`config.mk`:
```
export PLATFORM = sky130hd
export DESIGN_NAME = calendar_date_add_sub_days_flat
export DESIGN_NICKNAME = d
export VERILOG_FILES = /design/src/sv/cdas_pkg.sv /design/src/sv/cdas_req_if.sv /design/src/sv/cdas_rsp_if.sv /design/src/sv/cdas_ctrl.sv /design/src/sv/cdas_dp.sv /design/src/sv/calendar_date_add_sub_days.sv /design/src/flat_wrapper.sv
export VERILOG_INCLUDE_DIRS = /design/src /design/src/sv
export SDC_FILE = /design/constraint.sdc
export NUM_CORES = 1
export LEC_CHECK = 0
export BUFFER_PORTS_ARGS = -buffer_cell sky130_fd_sc_hd__buf_2
export CORE_MARGIN = 2
export CORE_UTILIZATION = 30
export DETAILED_ROUTE_END_ITERATION = 8
export HOLD_SLACK_MARGIN = 0.03
export SETUP_SLACK_MARGIN = 0.15
export SYNTH_ARGS = -nofsm -noshare
export SYNTH_HDL_FRONTEND = slang
export SYNTH_SLANG_ARGS = --single-unit
export TNS_END_PERCENT = 100
```
`constraint.sdc`:
```
create_clock -name clk -period 6 [get_ports clk]
set_input_delay 0.6 -clock clk [delete_from_list [all_inputs] [get_ports clk]]
set_output_delay 0.6 -clock clk [all_outputs]
set_load 0.02 [all_outputs]
```
`src/sv/calendar_date_add_sub_days_macros.svh`:
```
// Assertion helpers for the calendar date block.
// Both expect signals named clk and arst_n in the enclosing scope.
`ifndef CALENDAR_DATE_ADD_SUB_DAYS_MACROS_SVH
`define CALENDAR_DATE_ADD_SUB_DAYS_MACROS_SVH

// same-cycle implication
`define CDAS_ASSERT_NOW(label, ante, cons, msg) \
	label: assert property (@(posedge clk) disable iff (!arst_n) (ante) |-> (cons)) \
		else $error(msg);

// next-cycle implication
`define CDAS_ASSERT_NEXT(label, ante, cons, msg) \
	label: assert property (@(posedge clk) disable iff (!arst_n) (ante) |=> (cons)) \
		else $error(msg);

`endif

```
`src/sv/cdas_pkg.sv`:
```
`default_nettype none

package cdas_pkg;

	localparam int CmdW   = 2;
	localparam int YearW  = 12;
	localparam int MonthW = 4;
	localparam int DayW   = 5;
	localparam int CountW = 16;

	localparam int MinYearDef   = 1900;
	localparam int MaxYearDef   = 2900;
	localparam int CountBitsDef = 16;

	localparam logic [YearW-1:0]  DefYear  = YearW'(1900);
	localparam logic [MonthW-1:0] DefMonth = MonthW'(1);
	localparam logic [DayW-1:0]   DefDay   = DayW'(1);

	localparam logic [MonthW-1:0] MonthFirst = MonthW'(1);
	localparam logic [MonthW-1:0] MonthFeb   = MonthW'(2);
	localparam logic [MonthW-1:0] MonthLast  = MonthW'(12);
	localparam logic [DayW-1:0]   DayLong    = DayW'(31);
	localparam logic [DayW-1:0]   DayShort   = DayW'(30);
	localparam logic [DayW-1:0]   DayFebLeap = DayW'(29);
	localparam logic [DayW-1:0]   DayFeb     = DayW'(28);

	// x divisible by 25 iff (x * inverse of 25 mod 2^12) <= floor(4095 / 25)
	localparam logic [YearW-1:0] Inv25    = YearW'(3113);
	localparam logic [YearW-1:0] Div25Lim = YearW'(163);

	typedef enum logic [CmdW-1:0] {
		CMD_SET = 2'd0,
		CMD_ADD = 2'd1,
		CMD_SUB = 2'd2
	} cmd_code_t;

	typedef struct packed {
		logic start;
		logic step;
		logic commit;
	} ctrl_cmd_t;

	typedef struct packed {
		logic done;
	} dp_sts_t;

	function automatic logic is_leap(input logic [YearW-1:0] y);
		logic [2*YearW-1:0] full;
		logic [YearW-1:0]   prod;
		logic               div4;
		logic               div16;
		logic               div25;
		full  = (2*YearW)'(y) * (2*YearW)'(Inv25);
		prod  = full[YearW-1:0];
		div25 = (prod <= Div25Lim);
		div4  = (y[1:0] == 2'b00);
		div16 = (y[3:0] == 4'b0000);
		return div4 && (!div25 || div16);
	endfunction

	function automatic logic [DayW-1:0] month_len(input logic leap,
			input logic [MonthW-1:0] m);
		logic [DayW-1:0] len;
		case (m) inside
			MonthFeb: len = leap ? DayFebLeap : DayFeb;
			4'd4, 4'd6, 4'd9, 4'd11: len = DayShort;
			default: len = DayLong;
		endcase
		return len;
	endfunction

endpackage

`default_nettype wire

```
`src/sv/cdas_req_if.sv`:
```
`default_nettype none

interface cdas_req_if;
	logic                             valid;
	logic                             ready;
	logic [cdas_pkg::CmdW-1:0]        command;
	logic [cdas_pkg::YearW-1:0]       set_year;
	logic [cdas_pkg::MonthW-1:0]      set_month;
	logic [cdas_pkg::DayW-1:0]        set_day;
	logic [cdas_pkg::CountW-1:0]      day_count;

	modport source (output valid, command, set_year, set_month, set_day, day_count,
		input ready);
	modport sink (input valid, command, set_year, set_month, set_day, day_count,
		output ready);
endinterface

`default_nettype wire

```
`src/sv/cdas_rsp_if.sv`:
```
`default_nettype none

interface cdas_rsp_if;
	logic                        valid;
	logic                        ready;
	logic [cdas_pkg::YearW-1:0]  cur_year;
	logic [cdas_pkg::MonthW-1:0] cur_month;
	logic [cdas_pkg::DayW-1:0]   cur_day;
	logic                        range_error;

	modport source (output valid, cur_year, cur_month, cur_day, range_error,
		input ready);
	modport sink (input valid, cur_year, cur_month, cur_day, range_error,
		output ready);
endinterface

`default_nettype wire

```
`src/sv/cdas_ctrl.sv`:
```
`default_nettype none

module cdas_ctrl (
	input  wire logic                clk,
	input  wire logic                arst_n,
	input  wire logic                in_valid,
	output logic                     in_ready,
	output logic                     out_valid,
	input  wire logic                out_ready,
	output cdas_pkg::ctrl_cmd_t      cmd,
	input  wire cdas_pkg::dp_sts_t   sts
);

	typedef enum logic [1:0] {
		ST_IDLE,
		ST_WALK,
		ST_OUT
	} state_t;

	state_t state_q;
	logic   out_valid_q;

	always_ff @(posedge clk or negedge arst_n) begin
		if (!arst_n) begin
			state_q     <= ST_IDLE;
			out_valid_q <= 1'b0;
		end else begin
			case (state_q)
				ST_IDLE: begin
					if (in_valid) begin
						state_q <= ST_WALK;
					end
				end
				ST_WALK: begin
					if (sts.done) begin
						state_q     <= ST_OUT;
						out_valid_q <= 1'b1;
					end
				end
				ST_OUT: begin
					if (out_ready) begin
						state_q     <= ST_IDLE;
						out_valid_q <= 1'b0;
					end
				end
				default: begin
					state_q     <= ST_IDLE;
					out_valid_q <= 1'b0;
				end
			endcase
		end
	end

	assign in_ready   = (state_q == ST_IDLE);
	assign out_valid  = out_valid_q;
	assign cmd.start  = (state_q == ST_IDLE) && in_valid;
	assign cmd.step   = (state_q == ST_WALK) && !sts.done;
	assign cmd.commit = (state_q == ST_WALK) && sts.done;

endmodule

`default_nettype wire

```
`src/sv/cdas_dp.sv`:
```
`default_nettype none

`include "calendar_date_add_sub_days_macros.svh"

module cdas_dp #(
	parameter int MIN_YEAR   = cdas_pkg::MinYearDef,
	parameter int MAX_YEAR   = cdas_pkg::MaxYearDef,
	parameter int COUNT_BITS = cdas_pkg::CountBitsDef
) (
	input  wire logic                          clk,
	input  wire logic                          arst_n,
	input  wire cdas_pkg::ctrl_cmd_t           cmd,
	output cdas_pkg::dp_sts_t                  sts,
	input  wire logic [cdas_pkg::CmdW-1:0]     command,
	input  wire logic [cdas_pkg::YearW-1:0]    set_year,
	input  wire logic [cdas_pkg::MonthW-1:0]   set_month,
	input  wire logic [cdas_pkg::DayW-1:0]     set_day,
	input  wire logic [cdas_pkg::CountW-1:0]   day_count,
	output logic [cdas_pkg::YearW-1:0]         cur_year,
	output logic [cdas_pkg::MonthW-1:0]        cur_month,
	output logic [cdas_pkg::DayW-1:0]          cur_day,
	output logic                               range_error
);

	localparam int UseW = (COUNT_BITS < cdas_pkg::CountW) ? COUNT_BITS : cdas_pkg::CountW;
	localparam int SW   = UseW + 7;
	localparam int WyW  = cdas_pkg::YearW + 1;

	localparam logic [WyW-1:0] MinY = WyW'(MIN_YEAR);
	localparam logic [WyW-1:0] MaxY = WyW'(MAX_YEAR);

	localparam logic [cdas_pkg::MonthW-1:0] MonthW1 = cdas_pkg::MonthW'(1);

	// committed date
	logic [cdas_pkg::YearW-1:0]  year_q;
	logic [cdas_pkg::MonthW-1:0] month_q;
	logic [cdas_pkg::DayW-1:0]   day_q;
	logic                        err_out_q;

	// working copy during the walk
	logic [cdas_pkg::CmdW-1:0]   op_q;
	logic [WyW-1:0]              wy_q;
	logic [cdas_pkg::MonthW-1:0] wm_q;
	logic signed [SW-1:0]        wd_q;
	logic                        wleap_q;
	logic                        werr_q;

	logic [cdas_pkg::YearW-1:0]  start_year;
	logic signed [SW-1:0]        day_ext;
	logic signed [SW-1:0]        cnt_ext;
	logic signed [SW-1:0]        start_day;
	logic signed [SW-1:0]        len_cur;
	logic signed [SW-1:0]        len_prev;
	logic                        is_add;
	logic                        is_sub;
	logic                        is_set;
	logic                        add_more;
	logic                        sub_more;
	logic                        borrow;
	logic                        carry;
	logic [cdas_pkg::MonthW-1:0] nm_add;
	logic [cdas_pkg::MonthW-1:0] nm_sub;
	logic [WyW-1:0]              ny_add;
	logic [WyW-1:0]              ny_sub;
	logic                        set_ok;
	logic                        err_final;
	logic                        month_in_range;
	logic                        date_is_default;

	assign is_set = (op_q == cdas_pkg::CMD_SET);
	assign is_add = (op_q == cdas_pkg::CMD_ADD);
	assign is_sub = (op_q == cdas_pkg::CMD_SUB);

	assign start_year = (command == cdas_pkg::CMD_SET) ? set_year : year_q;
	assign day_ext    = $signed(SW'(day_q));
	assign cnt_ext    = $signed(SW'(day_count[UseW-1:0]));

	always_comb begin
		case (command)
			cdas_pkg::CMD_SET: start_day = $signed(SW'(set_day));
			cdas_pkg::CMD_ADD: start_day = day_ext + cnt_ext;
			cdas_pkg::CMD_SUB: start_day = day_ext - cnt_ext;
			default:           start_day = day_ext;
		endcase
	end

	assign len_cur  = $signed(SW'(cdas_pkg::month_len(wleap_q, wm_q)));
	assign add_more = (wd_q > len_cur);
	assign sub_more = (wd_q < $signed(SW'(1)));

	assign carry  = (wm_q == cdas_pkg::MonthLast);
	assign nm_add = carry ? cdas_pkg::MonthFirst : wm_q + MonthW1;
	assign ny_add = carry ? wy_q + WyW'(1) : wy_q;

	// borrowing across a year lands in December, whose length ignores leap
	assign borrow   = (wm_q <= cdas_pkg::MonthFirst);
	assign nm_sub   = borrow ? cdas_pkg::MonthLast : wm_q - MonthW1;
	assign ny_sub   = borrow ? wy_q - WyW'(1) : wy_q;
	assign len_prev = borrow ? $signed(SW'(cdas_pkg::DayLong))
		: $signed(SW'(cdas_pkg::month_len(wleap_q, nm_sub)));

	assign set_ok = (wy_q >= MinY) && (wy_q <= MaxY)
		&& (wm_q >= cdas_pkg::MonthFirst) && (wm_q <= cdas_pkg::MonthLast)
		&& (wd_q >= $signed(SW'(1))) && (wd_q <= len_cur);

	assign err_final = is_set ? !set_ok : werr_q;

	always_comb begin
		sts.done = 1'b1;
		if (!werr_q) begin
			if (is_add) begin
				sts.done = !add_more;
			end else if (is_sub) begin
				sts.done = !sub_more;
			end
		end
	end

	always_ff @(posedge clk) begin
		if (cmd.start) begin
			op_q    <= command;
			wy_q    <= WyW'(start_year);
			wm_q    <= (command == cdas_pkg::CMD_SET) ? set_month : month_q;
			wd_q    <= start_day;
			wleap_q <= cdas_pkg::is_leap(start_year);
		end else if (cmd.step) begin
			if (is_add) begin
				wy_q    <= ny_add;
				wm_q    <= nm_add;
				wd_q    <= wd_q - len_cur;
				wleap_q <= cdas_pkg::is_leap(ny_add[cdas_pkg::YearW-1:0]);
			end else begin
				wy_q    <= ny_sub;
				wm_q    <= nm_sub;
				wd_q    <= wd_q + len_prev;
				wleap_q <= cdas_pkg::is_leap(ny_sub[cdas_pkg::YearW-1:0]);
			end
		end
	end

	always_ff @(posedge clk or negedge arst_n) begin
		if (!arst_n) begin
			werr_q <= 1'b0;
		end else if (cmd.start) begin
			werr_q <= 1'b0;
		end else if (cmd.step) begin
			werr_q <= is_add ? (ny_add > MaxY) : (ny_sub < MinY);
		end
	end

	always_ff @(posedge clk or negedge arst_n) begin
		if (!arst_n) begin
			year_q    <= cdas_pkg::DefYear;
			month_q   <= cdas_pkg::DefMonth;
			day_q     <= cdas_pkg::DefDay;
			err_out_q <= 1'b0;
		end else if (cmd.commit) begin
			err_out_q <= err_final;
			if (err_final) begin
				year_q  <= cdas_pkg::DefYear;
				month_q <= cdas_pkg::DefMonth;
				day_q   <= cdas_pkg::DefDay;
			end else begin
				year_q  <= wy_q[cdas_pkg::YearW-1:0];
				month_q <= wm_q;
				day_q   <= wd_q[cdas_pkg::DayW-1:0];
			end
		end
	end

	assign cur_year    = year_q;
	assign cur_month   = month_q;
	assign cur_day     = day_q;
	assign range_error = err_out_q;

	assign month_in_range  = (month_q >= cdas_pkg::MonthFirst)
		&& (month_q <= cdas_pkg::MonthLast);
	assign date_is_default = (year_q == cdas_pkg::DefYear)
		&& (month_q == cdas_pkg::DefMonth) && (day_q == cdas_pkg::DefDay);

	`CDAS_ASSERT_NOW(a_step_only_walk, cmd.step, is_add || is_sub, "step on a non-walking command")
	`CDAS_ASSERT_NEXT(a_month_valid, cmd.commit, month_in_range, "committed month out of range")
	`CDAS_ASSERT_NOW(a_err_default, err_out_q, date_is_default, "error without default date")

endmodule

`default_nettype wire

```
`src/sv/calendar_date_add_sub_days.sv`:
```
// Calendar date register: set, add days, subtract days.
// request channel (valid/ready): command, set_year, set_month, set_day, day_count.
// result channel (valid/ready): cur_year, cur_month, cur_day, range_error.
// One result transaction per request transaction, in order.
// Sequence: the request is accepted, then the month walk steps once per month
// walked (none for set; up to about 2155 months for 65535 days), then the
// date is committed and result.valid is registered.
// The month walk handles one month per cycle and sets the rate; one item is
// in flight at a time, request.ready is high only while the block is idle.
// A stalled result holds until taken; the next request can be accepted from the
// cycle after the result transaction completes.
// Reset (arst_n low, asynchronous) loads 1900-01-01, clears range_error
// and drops result.valid.
// range_error flags an invalid set or a walk outside MIN_YEAR..MAX_YEAR;
// the date is then reset to 1900-01-01.
`default_nettype none

module calendar_date_add_sub_days #(
	parameter int MIN_YEAR   = cdas_pkg::MinYearDef,
	parameter int MAX_YEAR   = cdas_pkg::MaxYearDef,
	parameter int COUNT_BITS = cdas_pkg::CountBitsDef
) (
	input wire logic   clk,
	input wire logic   arst_n,
	cdas_req_if.sink   request,
	cdas_rsp_if.source result
);

	cdas_pkg::ctrl_cmd_t cmd;
	cdas_pkg::dp_sts_t   sts;
	logic                in_ready;
	logic                out_valid;

	cdas_ctrl u_ctrl (
		.clk       (clk),
		.arst_n    (arst_n),
		.in_valid  (request.valid),
		.in_ready  (in_ready),
		.out_valid (out_valid),
		.out_ready (result.ready),
		.cmd       (cmd),
		.sts       (sts)
	);

	cdas_dp #(
		.MIN_YEAR   (MIN_YEAR),
		.MAX_YEAR   (MAX_YEAR),
		.COUNT_BITS (COUNT_BITS)
	) u_dp (
		.clk         (clk),
		.arst_n      (arst_n),
		.cmd         (cmd),
		.sts         (sts),
		.command     (request.command),
		.set_year    (request.set_year),
		.set_month   (request.set_month),
		.set_day     (request.set_day),
		.day_count   (request.day_count),
		.cur_year    (result.cur_year),
		.cur_month   (result.cur_month),
		.cur_day     (result.cur_day),
		.range_error (result.range_error)
	);

	assign request.ready = in_ready;
	assign result.valid  = out_valid;

endmodule

`default_nettype wire
```
`src/flat_wrapper.sv`:
```
// flat-port wrapper written by rule: the top's interface ports become plain ports
module calendar_date_add_sub_days_flat 
#(
	parameter int MIN_YEAR   = cdas_pkg::MinYearDef,
	parameter int MAX_YEAR   = cdas_pkg::MaxYearDef,
	parameter int COUNT_BITS = cdas_pkg::CountBitsDef
)
  (clk, arst_n, request_valid, request_command, request_set_year, request_set_month, request_set_day, request_day_count, request_ready, result_valid, result_cur_year, result_cur_month, result_cur_day, result_range_error, result_ready);
  cdas_req_if request_i ();
  cdas_rsp_if result_i ();
  input wire logic clk;
  input wire logic arst_n;
  input wire logic [$bits(request_i.valid)-1:0] request_valid;
  input wire logic [$bits(request_i.command)-1:0] request_command;
  input wire logic [$bits(request_i.set_year)-1:0] request_set_year;
  input wire logic [$bits(request_i.set_month)-1:0] request_set_month;
  input wire logic [$bits(request_i.set_day)-1:0] request_set_day;
  input wire logic [$bits(request_i.day_count)-1:0] request_day_count;
  output wire logic [$bits(request_i.ready)-1:0] request_ready;
  output wire logic [$bits(result_i.valid)-1:0] result_valid;
  output wire logic [$bits(result_i.cur_year)-1:0] result_cur_year;
  output wire logic [$bits(result_i.cur_month)-1:0] result_cur_month;
  output wire logic [$bits(result_i.cur_day)-1:0] result_cur_day;
  output wire logic [$bits(result_i.range_error)-1:0] result_range_error;
  input wire logic [$bits(result_i.ready)-1:0] result_ready;
  assign request_i.valid = request_valid;
  assign request_i.command = request_command;
  assign request_i.set_year = request_set_year;
  assign request_i.set_month = request_set_month;
  assign request_i.set_day = request_set_day;
  assign request_i.day_count = request_day_count;
  assign request_ready = request_i.ready;
  assign result_valid = result_i.valid;
  assign result_cur_year = result_i.cur_year;
  assign result_cur_month = result_i.cur_month;
  assign result_cur_day = result_i.cur_day;
  assign result_range_error = result_i.range_error;
  assign result_i.ready = result_ready;
  calendar_date_add_sub_days #(.MIN_YEAR(MIN_YEAR), .MAX_YEAR(MAX_YEAR), .COUNT_BITS(COUNT_BITS)) u_core (.clk(clk), .arst_n(arst_n), .request(request_i), .result(result_i));
endmodule
```
# == Word level (Yosys, flattened, before mapping) ==
# Cells that the tools add are included.
# word_totals
reg_bits,69
inputBits,43
out_inout_bits,24
elab_cells,136
# op_classes
addsub,8
n_mul,3
n_lt_le_gt_ge,14
n_eq_ne,20
muxes,42
bitwise,1
n_reduce_logical,35
# ops
operator,count
$mux W23,3
$pmux W23 S3,1
$mux W12,4
$mux W13,3
$le A12 B8 Y1 const B,3
$mul A12 B11 Y12 const B,3
$mux W4,7
$add A23 B6 Y23,1
$ge A23 B2 Y1 const B,1
$gt A23 B6 Y1,1
$le A23 B6 Y1,1
$lt A23 B2 Y1 const B,1
$sub A23 B6 Y23,1
$eq A4 B4 Y1 const B,5
$add A5 B16 Y17,1
$sub A5 B16 Y17,1
$eq A4 B3 Y1 const B,4
$mux W1,15
$mux W5,3
$add A13 B1 Y13 const B,1
$ge A13 B11 Y1 const B,1
$gt A13 B12 Y1 const B,1
$le A13 B12 Y1 const B,1
$lt A13 B11 Y1 const B,1
other kinds (22),59

# == Logic depth before layout (Yosys ltp) ==
# Gate-level depths: netlist (run 1).
# logic_depth
word_depth,12
depth_mapped,20
ltp_nobuf,20

# == Cells and area by module ==
# A second synthesis (run 1) with hierarchy kept.
# hier_totals
hier_cells,981
hier_area_um2,8328.0
# modules_own_cells
module,instances,cells_per_inst,area_per_inst_um2,seq_area_each_um2
cdas_dp,1,967,8184.1,1868.0
cdas_ctrl,1,14,143.9,75.1

# == Least setup slack after synthesis (run 1) ==
# Ideal clock, no wire load.
# synth_path
path_type,input to register
from,input port request_command[1]
to,"register u_core.u_dp.wleap_q, data pin"
setup_ps,280
t_arrival_ps,4570
t_required_ps,5720
path_slack_ps,1150
path_stages,19
n_path_buf,1
cell_sequence,nor2_1 > clkbuf_1 > mux2i_1 > inv_1 > ha_1 > inv_1 > fa_1 > inv_1 > ha_1 > inv_1 > fa_1 > nor2b_1 > o21ai_0 > nand2b_1 > a21o_1 > a21oi_1 > xnor2_1 > o311ai_0 > o221ai_1
# synth_between
elab_chain_cells,8
word_cells_on_any_way,10
classes_between,1 x mul; 1 x order compare; 2 x mux; 6 x reduce/logical
# synth_lines
element,line,text
from (decl),flat_wrapper.sv:14,input wire logic [$bits(request_i.command)-1:0] request_command;
$logic_not A2 Y1 (*),cdas_dp.sv:74,assign start_year = (command == cdas_pkg::CMD_SET) ? set_year : year_q;
$mux W12 (*),cdas_dp.sv:74,
$mul A12 B11 Y12,cdas_pkg.sv:53,full = (2*YearW)'(y) * (2*YearW)'(Inv25);
$le A12 B8 Y1,cdas_pkg.sv:55,div25 = (prod <= Div25Lim);
$logic_not A1 Y1,cdas_pkg.sv:58,return div4 && (!div25 || div16);
$logic_or A1 B1 Y1,cdas_pkg.sv:58,
$logic_and A1 B1 Y1 (*),cdas_pkg.sv:58,
$mux W1 (*),cdas_dp.sv:120,if (cmd.start) begin
to (signal assigned),cdas_dp.sv:125,wleap_q <= cdas_pkg::is_leap(start_year);
to (signal assigned),cdas_dp.sv:131,wleap_q <= cdas_pkg::is_leap(ny_add[cdas_pkg::YearW-1:0]);
to (signal assigned),cdas_dp.sv:136,wleap_q <= cdas_pkg::is_leap(ny_sub[cdas_pkg::YearW-1:0]);
to (decl),cdas_dp.sv:45,logic wleap_q;
# Every way passes the cells marked *; elsewhere a longest branch is shown, timed or not.
# A chain may end at the register's enable or synchronous reset.

# == Worst setup path after layout (run 1) ==
# layout_path
from,register u_core.u_dp.wm_q[0] in the netlist's numbering
to,"register u_core.u_dp.wleap_q, data pin"
# layout_between
elab_chain_cells,10
word_cells_on_any_way,21
classes_between,2 x mul; 3 x order compare; 1 x eq/ne; 5 x mux; 10 x reduce/logical
# layout_lines
element,line,text
from (decl),cdas_dp.sv:43,logic [cdas_pkg::MonthW-1:0] wm_q;
from (signal assigned),cdas_dp.sv:123,wm_q <= (command == cdas_pkg::CMD_SET) ? set_month : month_q;
from (signal assigned),cdas_dp.sv:129,wm_q <= nm_add;
from (signal assigned),cdas_dp.sv:134,wm_q <= nm_sub;
$le A4 B1 Y1 or $eq A4 B4 Y1 (tied branches),"cdas_dp.sv:96, cdas_dp.sv:91",
"$mux W13, on equally long branches","cdas_dp.sv:98, cdas_dp.sv:93",
$mul A12 B11 Y12,cdas_pkg.sv:53,
$le A12 B8 Y1,cdas_pkg.sv:55,
$logic_not A1 Y1,cdas_pkg.sv:58,
$logic_or A1 B1 Y1,cdas_pkg.sv:58,
$logic_and A1 B1 Y1,cdas_pkg.sv:58,
$mux W1 (*),cdas_dp.sv:127,if (is_add) begin
$mux W1 (*),cdas_dp.sv:126,end else if (cmd.step) begin
$mux W1 (*),cdas_dp.sv:120,
# Every way passes the cells marked *; elsewhere a longest branch is shown, timed or not. The select of a mux whose other input is x is not followed.

==> impl_results.md, run 1 <==
* Die width at 168 um
* Core area at 26700 um2
* Total grt overflow at 0
* Row count at 60
* Antenna Nets Post-Route at 0
* Dominant synthesized flop cell: edfxtp_1
* Initial antenna violation count at 0
* Post-synth top area share at 0.155
* Netlist cell types at 67
* Cell chain of the critical path: inv_1 > ha_2 > nand3_1 > nor4_1 > xnor2_1 > inv_1 > ha_1 > ha_1 > inv_1 > fa_1 > inv_1 > ha_1 > ha_1 > nand2b_1 > o22ai_1 > a21oi_1 > nand2_1 > nor4_1 > o221ai_1
* Arr. time, crit path at 5.40 ns
* Die area at 28400 um2
* Worst-path clk slew at 0.06 ns
* Cell at the slowest stage of the critical path: fa_1
* Cell taking the most area after synthesis: edfxtp_1
* Max FO, Critical Path at 14
* Worst slew pin tran at 1.05 ns
* Synth Warn # at 0
* Clock root buffer: clkbuf_16
* Status: finished clean
* Worst-skew pair later-pin latency at 0.33 ns
* Final setup violation count at 0
* Mapped Nets at 1124
* Final HPWL DP at 16.5 mm
* CTS Sinks at 69
* Synth Cell Area at 8110 um2
* RD Place Congestion at 0.899
* Max Cap Violations at 0
* # Post-CTS Setup Buffers at 0
* Crit. End Element: flip-flop
* Crit path buf inv count at 4
* Startpoint types: flip-flop
* Drt wl/cell at 15.9 um
* Htree depth at 3
* Initial Util at 0.304
* Final layout net count at 1162
* Hold Path Class: in2async
* Delay-heaviest family, CP: adder cells
* Worst EP required at 6.03 ns
* Cts bufs inserted at 9
* DRC errors left at 0
* Max Buffers Root-to-Sink at 2
* Antenna cells at 0
* Synth-to-Final Area Change at 11.2%
* Top cells by area in the synthesized netlist: edfxtp_1 16%, ha_1 14%, xnor2_1 7.2%
* Period minus WS final at 5.37 ns
* Post-synth EDFFs at 42
* Final hold violations at 0
* Post-route clock period utilization at 0.896
* Max Clock Freq at 186 MHz
* Cells after synthesis at 966
* Layout cell share with drive strength beyond 1 at 0.121
* RSZ-0062 raised after global routing: no
* Max transition margin at 0.300
* Crit-path max cell delay at 0.53 ns
* Seq cells post-synth at 69
* Total wire length at 21.5 mm
* Critical path type: reg2reg
* First-pass GRT wire length at 35.5 mm
* Via density at 5.25
* Max-slew violations at 0
* TritonCTS clock tree: done
* Sequential area share after synthesis at 0.239
* Initial DRC count at 421
* All-Layer GR Usage at 0.152
* Mean Syn Cell Area at 8.40 um2
* Drt pass-1 iters at 6
* Via count at 7090
* Largest net degree at the start of global routing at 43
* I/O pin cnt at 67
* Final setup TNS at 0 ns
* Port bufs at 66
* Vias in the first global route at 6985
* Clk_skew at 0.00971 ns
* Async set or reset register ratio after synthesis at 0.377
* Die Ht at 168 um
-- routing by layer --
layer,global-route usage,wire length (um),part of all wire
met5,0,0,0
met4,0.0442,446,0.021
met3,0.0161,815,0.038
met2,0.240,9440,0.44
met1,0.220,10800,0.50
-- final timing paths --
kind                                              start  cells after the start  slack [ns]                      end
worst max-delay path                u_core.u_dp.wm_q[0]                     19        0.63      u_core.u_dp.wleap_q
worst min-delay path                             arst_n                      1        0.30  u_core.u_ctrl.out_valid
worst max register to register      u_core.u_dp.wm_q[0]                     19        0.63      u_core.u_dp.wleap_q
worst min register to register  u_core.u_dp.range_error                      2        0.48  u_core.u_dp.range_error
max in group asynchronous                        arst_n                      1        5.27  u_core.u_dp.cur_year[4]
min in group clk                u_core.u_dp.range_error                      2        0.48  u_core.u_dp.range_error
-- cells in the mapped netlist (22+ instances only) --
master	instances
fa_1	22
nor2_1	69
edfxtp_1	42
nand2_1	94
a21oi_1	46
inv_1	99
xor2_1	30
xnor2_1	67
o21ai_0	69
clkbuf_1	38
ha_1	93
-- worst reg2reg max path: stages, from the launching register on --
cell and delay (ns):
edfxtp_1 0.51, inv_1 0.19, ha_2 0.35, nand3_1 0.30, nor4_1 0.45, xnor2_1 0.31
inv_1 0.09, ha_1 0.31, ha_1 0.28, inv_1 0.06, fa_1 0.53, inv_1 0.05
ha_1 0.29, ha_1 0.35, nand2b_1 0.12, o22ai_1 0.10, a21oi_1 0.16, nand2_1 0.08
nor4_1 0.41, o221ai_1 0.16
-- flip-flops by register name, summed over array words and instances (netlist names), 2 cells and up --
signal and count:
u_core.u_dp.cur_month 4, u_core.u_dp.op_q 2, u_core.u_dp.wy_q 13, u_core.u_dp.wd_q 23
u_core.u_dp.cur_day 5, u_core.u_dp.wm_q 4, u_core.u_dp.cur_year 12, u_core.u_ctrl.state_q 2
-- through the flow --
step	instance area, um2	cells	hold slack (ns)	utilization	worst slack (ns)
3_3_place_gp	8760	1334	0.472	0.328	0.606
4_1_cts	9020	1350	0.312	0.338	0.510
5_1_grt	9030	1350	0.334	0.338	0.285
6_report	9030	1350	0.301	0.338	0.627
2_1_floorplan	8110	966	0.304	-	1.15
3_5_place_dp	8760	1334	0.470	0.328	0.515
-- final cells by class --
type,instances,area [um2]
inverter,99,372
timing repair buffer,76,405
tap,341,427
fill,2858,17700
multi-input combinational,749,5620
clock inverter,2,10.0
clock buffer,14,254
sequential,69,1940
-- cells in the final DEF, fill, tap and decap left out, types with 6 or more instances in the layout --
master,count
mux2i_1,21
xor2_1,30
a211oi_1,6
ha_1,92
a21o_1,9
inv_1,99
dfrtp_1,17
nand3_1,21
nand2b_1,12
o21ai_0,69
o221ai_1,10
clkbuf_16,9
buf_4,10
nand2_1,93
nor3_1,21
xnor2_1,67
nor2b_1,7
o31ai_1,12
o211ai_1,13
a31oi_1,9
dfstp_2,9
and3_1,7
nand4_1,7
nor4_1,19
buf_2,66
or4_1,6
a21oi_1,46
edfxtp_1,42
fa_1,22
nor2_1,68
or3_1,10
o22ai_1,6
-- kinds of logic (layout without fill, tap and decap cells) --
logic type                 Yosys count  count (layout)  synth area share
and+or+nand+nor                    290             290             0.172
AOI/OAI and AO/OA                  217             217             0.171
buffers and inverters              148             191            0.0697
adders and majority gates          115             115             0.198
xor gates and xnor gates            98              98             0.107
DFF                                 69              69             0.239
muxes                               29              29            0.0426
-- repair_timing --
item / 4_1_cts / 5_1_grt
hold buffers: 0 / 0
setup endpoints to repair: 0 / 1
endpoints found under the hold margin: 0 / 0
resized for setup: 0 / 1
Power of run 1 is not shown: default switching activity piles up to over one toggle a cycle in this logic, so the estimate is an artifact.
==> run 2, diff against run 1 <==
ABC_AREA = 1   (was not set)
==> run 2 against run 1 <==
Effect of this change: clock skew is 0.0062 ns higher; worst setup slack worse by 0.074 ns; core utilization is 0.28 points higher; sequential share of layout area is 1.8 points lower; routed wire length is 13% higher; design area is 8.9% higher; highest routed layer unchanged; area after synthesis is 9.0% higher; global-route usage is 1.0 points higher; final cell count is 26% higher; synthesized cell count is 30% higher; non-clock buffer count is 3 lower; register-to-register slack worse by 0.07 ns.
==> impl_results.md, run 2 <==
* Synth Warn # at 0 (unchanged)
* Worst slew pin tran at 1.13 ns (was 1.05 ns)
* Initial Util at 0.306 (was 0.304)
* Fin util at 0.341 (was 0.338)
* Largest family of logic cells by synthesized area: simple AND/OR/NAND/NOR gates (was adder cells)
* Total wire length at 24.4 mm (was 21.5 mm)
* Max FO, Critical Path at 7 (was 14)
* TritonCTS clock tree: done (unchanged)
* Port bufs at 66 (unchanged)
* Critical path type: reg2reg (unchanged)
* Max Buffers Root-to-Sink at 2 (unchanged)
* Startpoint types: flip-flop (unchanged)
* Cells after synthesis at 1255 (was 966)
* RR Startpoint: u_core.u_dp.wm_q[0] (unchanged)
* DRC errors left at 0 (unchanged)
* Adder-cell share of the synthesized area at 0.181 (was 0.198)
* Largest net degree at the start of global routing at 56 (was 43)
* Via count at 8354 (was 7090)
* All-Layer GR Usage at 0.162 (was 0.152)
* Top reg by flops: u_core.u_dp.wd_q (unchanged)
* Crit path buf inv count at 6 (was 4)
* Cell taking the most area after synthesis: edfxtp_1 (unchanged)
* Drt wl/cell at 14.4 um (was 15.9 um)
* Drt pass-1 iters at 5 (was 6)
* Clock root buffer: clkbuf_16 (unchanged)
* Total grt overflow at 0 (unchanged)
* Commonest cells after routing, fill and taps aside: 290 x nand2_1, 197 x inv_1, 103 x nor2_1, 93 x ha_1, 84 x o21ai_0 (was 99 x inv_1, 93 x nand2_1, 92 x ha_1, 69 x o21ai_0, 68 x nor2_1)
* Initial DRC count at 652 (was 421)
* Mean Syn Cell Area at 7.04 um2 (was 8.40 um2)
* Worst setup path start: u_core.u_dp.wm_q[0] (unchanged)
* Cts bufs inserted at 9 (unchanged)
* Htree depth at 3 (unchanged)
* I/O pin cnt at 67 (unchanged)
* Dominant synthesized flop cell: edfxtp_1 (unchanged)
* Die Ht at 176 um (was 168 um)
* Sequential area share after synthesis at 0.220 (was 0.239)
* Arr. time, crit path at 5.55 ns (was 5.40 ns)
* Worst-path clk slew at 0.07 ns (was 0.06 ns)
* Hold Buf Count CTS at 0 (unchanged)
* Crit. End Element: flip-flop (unchanged)
* Commonest cells post-synth: 291 x nand2_1, 197 x inv_1, 104 x nor2_1 (was 99 x inv_1, 94 x nand2_1, 93 x ha_1)
* RD Place Congestion at 0.930 (was 0.899)
* First-pass GRT wire length at 40.6 mm (was 35.5 mm)
* Layout cell share with drive strength beyond 1 at 0.133 (was 0.121)
* Final HPWL DP at 19.5 mm (was 16.5 mm)
* Period minus WS final at 5.45 ns (was 5.37 ns)
* Resize count post-CTS at 0 (unchanged)
* Row count at 62 (was 60)
* Antenna cells at 0 (unchanged)
* Final setup TNS at 0 ns (unchanged)
* Worst EP required at 6.10 ns (was 6.03 ns)
* Count leader, synth: nand2_1 (was inv_1)
* Commonest non-fill, non-tap cell in the layout: nand2_1 (was inv_1)
* Final setup violation count at 0 (unchanged)
* Max transition margin at 0.245 (was 0.300)
* XOR/XNOR Fraction of Synth Area at 0.0534 (was 0.107)
* Post-synthesis mux area share at 0.00226 (was 0.0426)
* Post-synth top area share at 0.143 (was 0.155)
* # Post-CTS Setup Buffers at 0 (unchanged)
* Top cells by area in the synthesized netlist: edfxtp_1 14%, ha_1 13%, nand2_1 12% (was edfxtp_1 16%, ha_1 14%, xnor2_1 7.2%)
* Complex-gate fraction of the synthesized area at 0.136 (was 0.171)
* Final hold violations at 0 (unchanged)
* Initial antenna violation count at 0 (unchanged)
* Most used cell, CP: nand2_1
* Max reg flops at 23 (unchanged)
* Netlist cell types at 67 (unchanged)
* Delay-heaviest family, CP: adder cells (unchanged)
* Simple-gate portion of the synthesized area at 0.300 (was 0.172)
* RSZ-0062 raised after global routing: no (unchanged)
* Clk_skew at 0.0159 ns (was 0.00971 ns)
* Synth-to-Final Area Change at 11.2% (about the same)
* Max-slew violations at 0 (unchanged)
* Via density at 4.93 (was 5.25)
* Post-synth EDFFs at 42 (unchanged)
* Async set or reset register ratio after synthesis at 0.377 (unchanged)
* Seq cells post-synth at 69 (unchanged)
* Antenna Nets Post-Route at 0 (unchanged)
* FILL cells at 3144 (was 2858)
* Worst-skew pair later-pin latency at 0.35 ns (was 0.33 ns)
* Synth Cell Area at 8840 um2 (was 8110 um2)
* Status: finished clean (unchanged)
* Cell at the slowest stage of the critical path: fa_1 (unchanged)
* Max Cap Violations at 0 (unchanged)
* Die width at 176 um (was 168 um)
* Post-route clock period utilization at 0.908 (was 0.896)
* Die area at 30900 um2 (was 28400 um2)
* Final layout net count at 1465 (was 1162)
* Hold Path Class: in2async (unchanged)
* Crit-path max cell delay at 0.52 ns (was 0.53 ns)
* Vias in the first global route at 8073 (was 6985)
* Mapped Nets at 1413 (was 1124)
* CTS Sinks at 69 (unchanged)
* Max Clock Freq at 184 MHz (was 186 MHz)
* Core area at 28900 um2 (was 26700 um2)
[run 2: changes by cell type after synthesis, sizes merged, moves of 21 or more]
cell and change:
a21oi +21, inv +103, nand2 +202, nand3 +57, nor2 +67, o21ai +26
xnor2 -52
[run 2: through the flow]
| step | cell area, um2 | setup slack, ns | hold slack [ns] | cells |
|---|---|---|---|---|
| CTS | 9830 | 0.587 | 0.300 | 1696 |
| global route | 9830 | 0.251 | 0.334 | 1696 |
| detailed placement | 9530 | 0.613 | 0.459 | 1680 |
| floorplan | 8840 | 1.14 | 0.304 | 1255 |
| global placement | 9530 | 0.781 | 0.461 | 1680 |
| finish | 9830 | 0.553 | 0.287 | 1696 |
[run 2: cells by family after synthesis]
family,after synthesis
buffers and inverters,236
DFF,69
adders and majority gates,115
muxes,2
and+or+nand+nor,573
AOI/OAI and AO/OA,207
xor gates and xnor gates,53
[run 2: cell type report]
type / count / area, um2 / share of cell area
Clock inverter: 5 / 27.5 / 0.00280
Sequential cell: 69 / 1940 / 0.198
Multi-Input combinational cell: 950 / 5950 / 0.606
Timing Repair Buffer: 73 / 383 / 0.0390
Inverter: 204 / 766 / 0.0779
Tap cell: 384 / 480 / 0.0489
Clock buffer: 11 / 275 / 0.0280
[run 2: path summary, 6_finish.rpt]
check / endpoint / slack (ns) / cells after the start
hold reg to reg: u_core.u_ctrl.out_valid / 0.48 / 2
min in group clk: u_core.u_ctrl.out_valid / 0.48 / 2
max in group asynchronous: u_core.u_dp.cur_year[11] / 5.28 / 1
setup / recovery: u_core.u_dp.wleap_q / 0.55 / 30
setup reg to reg: u_core.u_dp.wleap_q / 0.55 / 30
hold / removal: u_core.u_dp.cur_day[2] / 0.29 / 1
[run 2: routing by layer]
layer  share of wire  global-route usage  vias to the layer above
li1                -                   -                     4200
met1            0.48               0.222                     3886
met2            0.44               0.262                      230
met3           0.055              0.0260                       38
met4           0.025              0.0506                        0
met5               0                   0                        -
Power of run 2 is left out for the same reason.
